## src/rtl/assert_macros.svh

```systemverilog
// Assertion macros used by sorted_timer_queue.
`ifndef ASSERT_MACROS_SVH
`define ASSERT_MACROS_SVH

// The expression holds at every clock edge outside reset.
`define ASSERT_ALWAYS(label, clk, rst, expr) \
   label: assert property (@(posedge clk) disable iff (rst) (expr)) \
      else $error("assertion failed: label");

// When the condition holds, the consequence holds in the next cycle.
`define ASSERT_NEXT(label, clk, rst, cond, conseq) \
   label: assert property (@(posedge clk) disable iff (rst) (cond) |=> (conseq)) \
      else $error("assertion failed: label");

`endif

```

## src/rtl/stq_pkg.sv

```systemverilog
package stq_pkg;

   localparam int DEFAULT_QUEUE_DEPTH = 64;
   localparam int TICK_W = 32;
   localparam int ID_W = 32;

   typedef enum logic [1:0] {
      OP_SCHEDULE = 2'd0,
      OP_CANCEL   = 2'd1,
      OP_POP      = 2'd2
   } op_type;

   typedef enum logic [1:0] {
      ST_OK        = 2'd0,
      ST_EMPTY     = 2'd1,
      ST_NOT_FOUND = 2'd2,
      ST_FULL      = 2'd3
   } status_type;

   // Command broadcast to every cell in the cycle a request is accepted.
   typedef struct packed {
      logic              insert;
      logic              remove;
      logic              pop;
      logic [TICK_W-1:0] deadline;
      logic [ID_W-1:0]   new_id;
      logic [ID_W-1:0]   timer_id;
   } cell_cmd_type;

   // What a cell shows its neighbors.
   typedef struct packed {
      logic [TICK_W-1:0] deadline;
      logic [ID_W-1:0]   timer_id;
      logic              later;
   } cell_link_type;

   // One result held in the output stages.
   typedef struct packed {
      status_type        status;
      logic [ID_W-1:0]   result_id;
      logic [TICK_W-1:0] result_deadline;
   } rsp_type;

endpackage

```

## src/rtl/stq_cell.sv

```systemverilog
module stq_cell
   import stq_pkg::*;
(
   input  logic          clock,
   input  cell_cmd_type  cmd,
   input  logic          cell_valid,
   input  cell_link_type left_link,
   input  cell_link_type right_link,
   input  logic          hit_in,
   output cell_link_type self_link,
   output logic          hit_out,
   output logic          first_hit
);

   logic [TICK_W-1:0] deadline_ff, deadline_in;
   logic [ID_W-1:0]   timer_id_ff, timer_id_in;
   logic              later;
   logic              hit_self;
   logic              hit_through;

   // An empty cell counts as later than any deadline, so inserts land there.
   always_comb begin
      later       = !cell_valid || (deadline_ff > cmd.deadline);
      hit_self    = cell_valid && (timer_id_ff == cmd.timer_id);
      hit_through = hit_in || hit_self;
      hit_out     = hit_through;
      first_hit   = hit_self && !hit_in;
      self_link.deadline = deadline_ff;
      self_link.timer_id = timer_id_ff;
      self_link.later    = later;
   end

   // Shift right on insert behind a later neighbor, left on removal.
   always_comb begin
      deadline_in = deadline_ff;
      timer_id_in = timer_id_ff;
      if (cmd.insert) begin
         if (left_link.later) begin
            deadline_in = left_link.deadline;
            timer_id_in = left_link.timer_id;
         end else if (later) begin
            deadline_in = cmd.deadline;
            timer_id_in = cmd.new_id;
         end
      end else if (cmd.pop || (cmd.remove && hit_through)) begin
         deadline_in = right_link.deadline;
         timer_id_in = right_link.timer_id;
      end
   end

   always_ff @(posedge clock) begin
      deadline_ff <= deadline_in;
      timer_id_ff <= timer_id_in;
   end

endmodule

```

## config.mk

```make
export PLATFORM = sky130hd
export DESIGN_NAME = stq_cell
export DESIGN_NICKNAME = d
export VERILOG_FILES = /design/src/rtl/assert_macros.svh /design/src/rtl/stq_pkg.sv /design/src/rtl/stq_cell.sv
export SDC_FILE = /design/constraint.sdc
export NUM_CORES = 1
export LEC_CHECK = 0
export BUFFER_PORTS_ARGS = -buffer_cell sky130_fd_sc_hd__buf_4
export CAP_MARGIN = 40
export CORE_ASPECT_RATIO = 1.4
export CORE_MARGIN = 8
export CORE_UTILIZATION = 43
export DETAILED_ROUTE_END_ITERATION = 7
export PLACE_DENSITY = 0.82
export SETUP_SLACK_MARGIN = 0.3
export SLEW_MARGIN = 20
export SYNTH_ARGS = -nofsm -noshare
export SYNTH_HDL_FRONTEND = slang
export SYNTH_SLANG_ARGS = --single-unit
```

## constraint.sdc

```tcl
create_clock -name clock -period 6.8 [get_ports clock]
set_input_delay 0.68 -clock clock [delete_from_list [all_inputs] [get_ports clock]]
set_output_delay 0.68 -clock clock [all_outputs]
set_load 0.02 [all_outputs]
```

==> impl_metrics.tcl <==
set metrics [dict create \
    status "complete, no violations" \
    cts_htree_levels 3 \
    hold_path_class "in -> reg" \
    yosys_warnings 0 \
    ant_nets 0 \
    hpwl_mm 14.6 \
    path_clk_slew_ps 60 \
    yosysTopAreaCell "edfxtp_1" \
    die-width_um 102 \
    slew_headroom 0.540 \
    netlist_instances 445 \
    synth.most_common_cell "a21oi_1" \
    hold_viol 0 \
    syn2layout_area_growth_pct 60.2 \
    worstPathRequired_ps 6120 \
    ys_top_cells_by_count "77 x a21oi_1, 66 x nor2_1, 64 x edfxtp_1, 64 x mux2i_1, 35 x inv_1" \
    power_frac_comb 0.307 \
    port_buffers 297 \
    cts_root_buffer "clkbuf_16" \
    drc_errors 0 \
    antenna_found_initial 0 \
    track_usage 0.243 \
    fin_crit_sh 0.479 \
    max_freq_mhz 307 \
    synth.top_cells.by_area "edfxtp_1 44%, mux2i_1 15%, ha_1 9.1%, a21oi_1 8.7%, xor2_1 6.2%" \
    post_drt_wl_per_cell_um 19.4 \
    crit_family "simple AND/OR/NAND/NOR gates" \
    multi_input_area_um2 2280 \
    synth-seq-cells 64 \
    cts_buffer_depth 2 \
    final_cell_count_no_fill 878 \
    via_count 4500 \
    coreArea_um2 10200 \
    irDropWorstVdd_mv 0.146 \
    finalWeightedCongestion 0.864 \
    synth_seq_area_share 0.435 \
    rows 44 \
    fillers 762 \
    p_int_mw 0.981 \
    regArea_um2 1920 \
    tightest_slew_ps 691 \
    syn-num-nets 709 \
    worstSetupStartpointType "input pin" \
    ios 299 \
    period_needed_ps 3250 \
    pwr-share-clk 0.318 \
    switching_share 0.290 \
    critPathMaxStageDelay_ps 480 \
    setup-tns-final_ps 0 \
    postCtsSetupRepairBufs 0 \
    antenna_cells 0 \
    cp.arrival_ps 2570 \
    cts_hold_buf 0 \
    grt_pass1_wl_mm 25.1 \
    grt_pass1_vias 4950 \
    slew_violations 0 \
    layout.nets 999 \
    rsz0062_at_grt "no" \
    p_leak_nw 3.49 \
    switchingPower_mw 0.401 \
    cts_buffers 9 \
    wl_mm 17.1 \
    dp.cells 862 \
    slowest_stage "nor4_1" \
    crit_type "in -> out" \
    crit_top_cell "nand2_1" \
    powerDensity_nw_per_um2 195 \
    synth_top_area_share 0.435 \
    cp_max_fo 3 \
    drtIter0Drc 127 \
    overflow 0 \
    dieArea_um2 13800 \
    viasPerCell 5.13 \
    synth_edf_count 64 \
    end_kind "output pin" \
    post_cts_resized 0 \
    grt_max_degree 77 \
    die_h_um 136 \
    power_mw 1.38 \
    syn_area_um2 4410 \
    drtPass1Iterations 4 \
    cap_violations 0 \
    cts.sinks 64 \
    synth_cell_types 28 \
    syn_avg_cell_area_um2 9.92 \
    path_buf_inv 3 \
    critical_path.cell_chain "buf_4 -> inv_1 -> ha_1 -> nand4_1 -> nor4_1 -> nand2_1 -> nand2_1 -> a2bb2oi_1 -> nand2_1 -> buf_4" \
    ys_async_sr_fraction 0 \
    insertion_delay_ps 330 \
    clock_skew_ps 9.36 \
    cts_tree "yes" \
    drive_gt1_frac 0.426 \
    initial_core_util 0.433 \
    p_seq_frac 0.375 \
    synth_flop_cell "edfxtp_1" \
    layout_setup_ws_ps 3550 \
    hold_ws_ps 669 \
    setup_viol 0 \
    preCtsSetupSlack_ps 3140 \
]
metal layers:
metal  track usage  part of all wire  vias to the layer above
met5             0                 0                        -
met4         0.110             0.035                        0
met3        0.0871             0.097                       41
met2         0.456              0.53                      224
met1         0.225              0.33                     2051
li1              -                 -                     2184
worst paths after layout:
kind	startpoint	to	slack [ps]	cells past startpoint
setup reg to reg	deadline_ff[14]	timer_id_ff[2]	3610	7
hold reg to reg	deadline_ff[31]	deadline_ff[24]	1530	5
setup / recovery	cmd[78]	self_link[0]	3550	10
hold / removal	right_link[34]	deadline_ff[1]	670	3
flip-flops by register name (all words and copies together) (netlist names):
name         cells
timer_id_ff     32
deadline_ff     32
stage by stage:
stage / utilization / instance area (µm²)
floorplan: - / 4410
global placement: 0.663 / 6750
detailed placement: 0.667 / 6790
CTS: 0.694 / 7070
global route: 0.694 / 7070
finish: 0.694 / 7070
cell families (layout without fill, tap and decap cells):
logic type / after synthesis / in the layout / share of synthesized area
buffers and inverters: 57 / 352 / 0.0516
DFF: 64 / 64 / 0.435
xor gates and xnor gates: 32 / 32 / 0.0635
and+or+nand+nor: 105 / 105 / 0.103
muxes: 64 / 64 / 0.145
adders and majority gates: 32 / 32 / 0.0907
AOI/OAI and AO/OA: 91 / 91 / 0.111
layout make-up:
| class | instances | area share |
|---|---|---|
| multi-input combinational | 324 | 0.322 |
| inverter | 35 | 0.0186 |
| tap | 138 | 0.0244 |
| clock buffer | 11 | 0.0329 |
| clock inverter | 5 | 0.00672 |
| sequential | 64 | 0.272 |
| timing repair buffer | 301 | 0.323 |
placed cells by master, fill, tap and decap left out, drive strengths merged, types with 9 or more instances in the layout:
| cell type | synthesis | final |
|---|---|---|
| xor2 | 31 | 31 |
| nor2 | 66 | 66 |
| ha | 32 | 32 |
| inv | 35 | 35 |
| nor4 | 9 | 9 |
| clkbuf | 11 | 11 |
| mux2i | 64 | 64 |
| buf | 11 | 301 |
| nand2 | 13 | 13 |
| edfxtp | 64 | 64 |
| a21oi | 77 | 77 |
power by group through the flow:
stage                     Sequential (mW)  Combinational [mW]  Clock [mW]
after global placement              0.524               0.412           0
after CTS                           0.519               0.428       0.450
after floorplan                     0.577               0.145           0
after global routing                0.523               0.458       0.462
after detailed placement            0.527               0.426           0
final                               0.519               0.424       0.439
tightest hold or removal path: stages:
cell and delay, ps:
buf_4 80, nor2_1 30, a21oi_1 100
(Power assumes the default switching activity.)
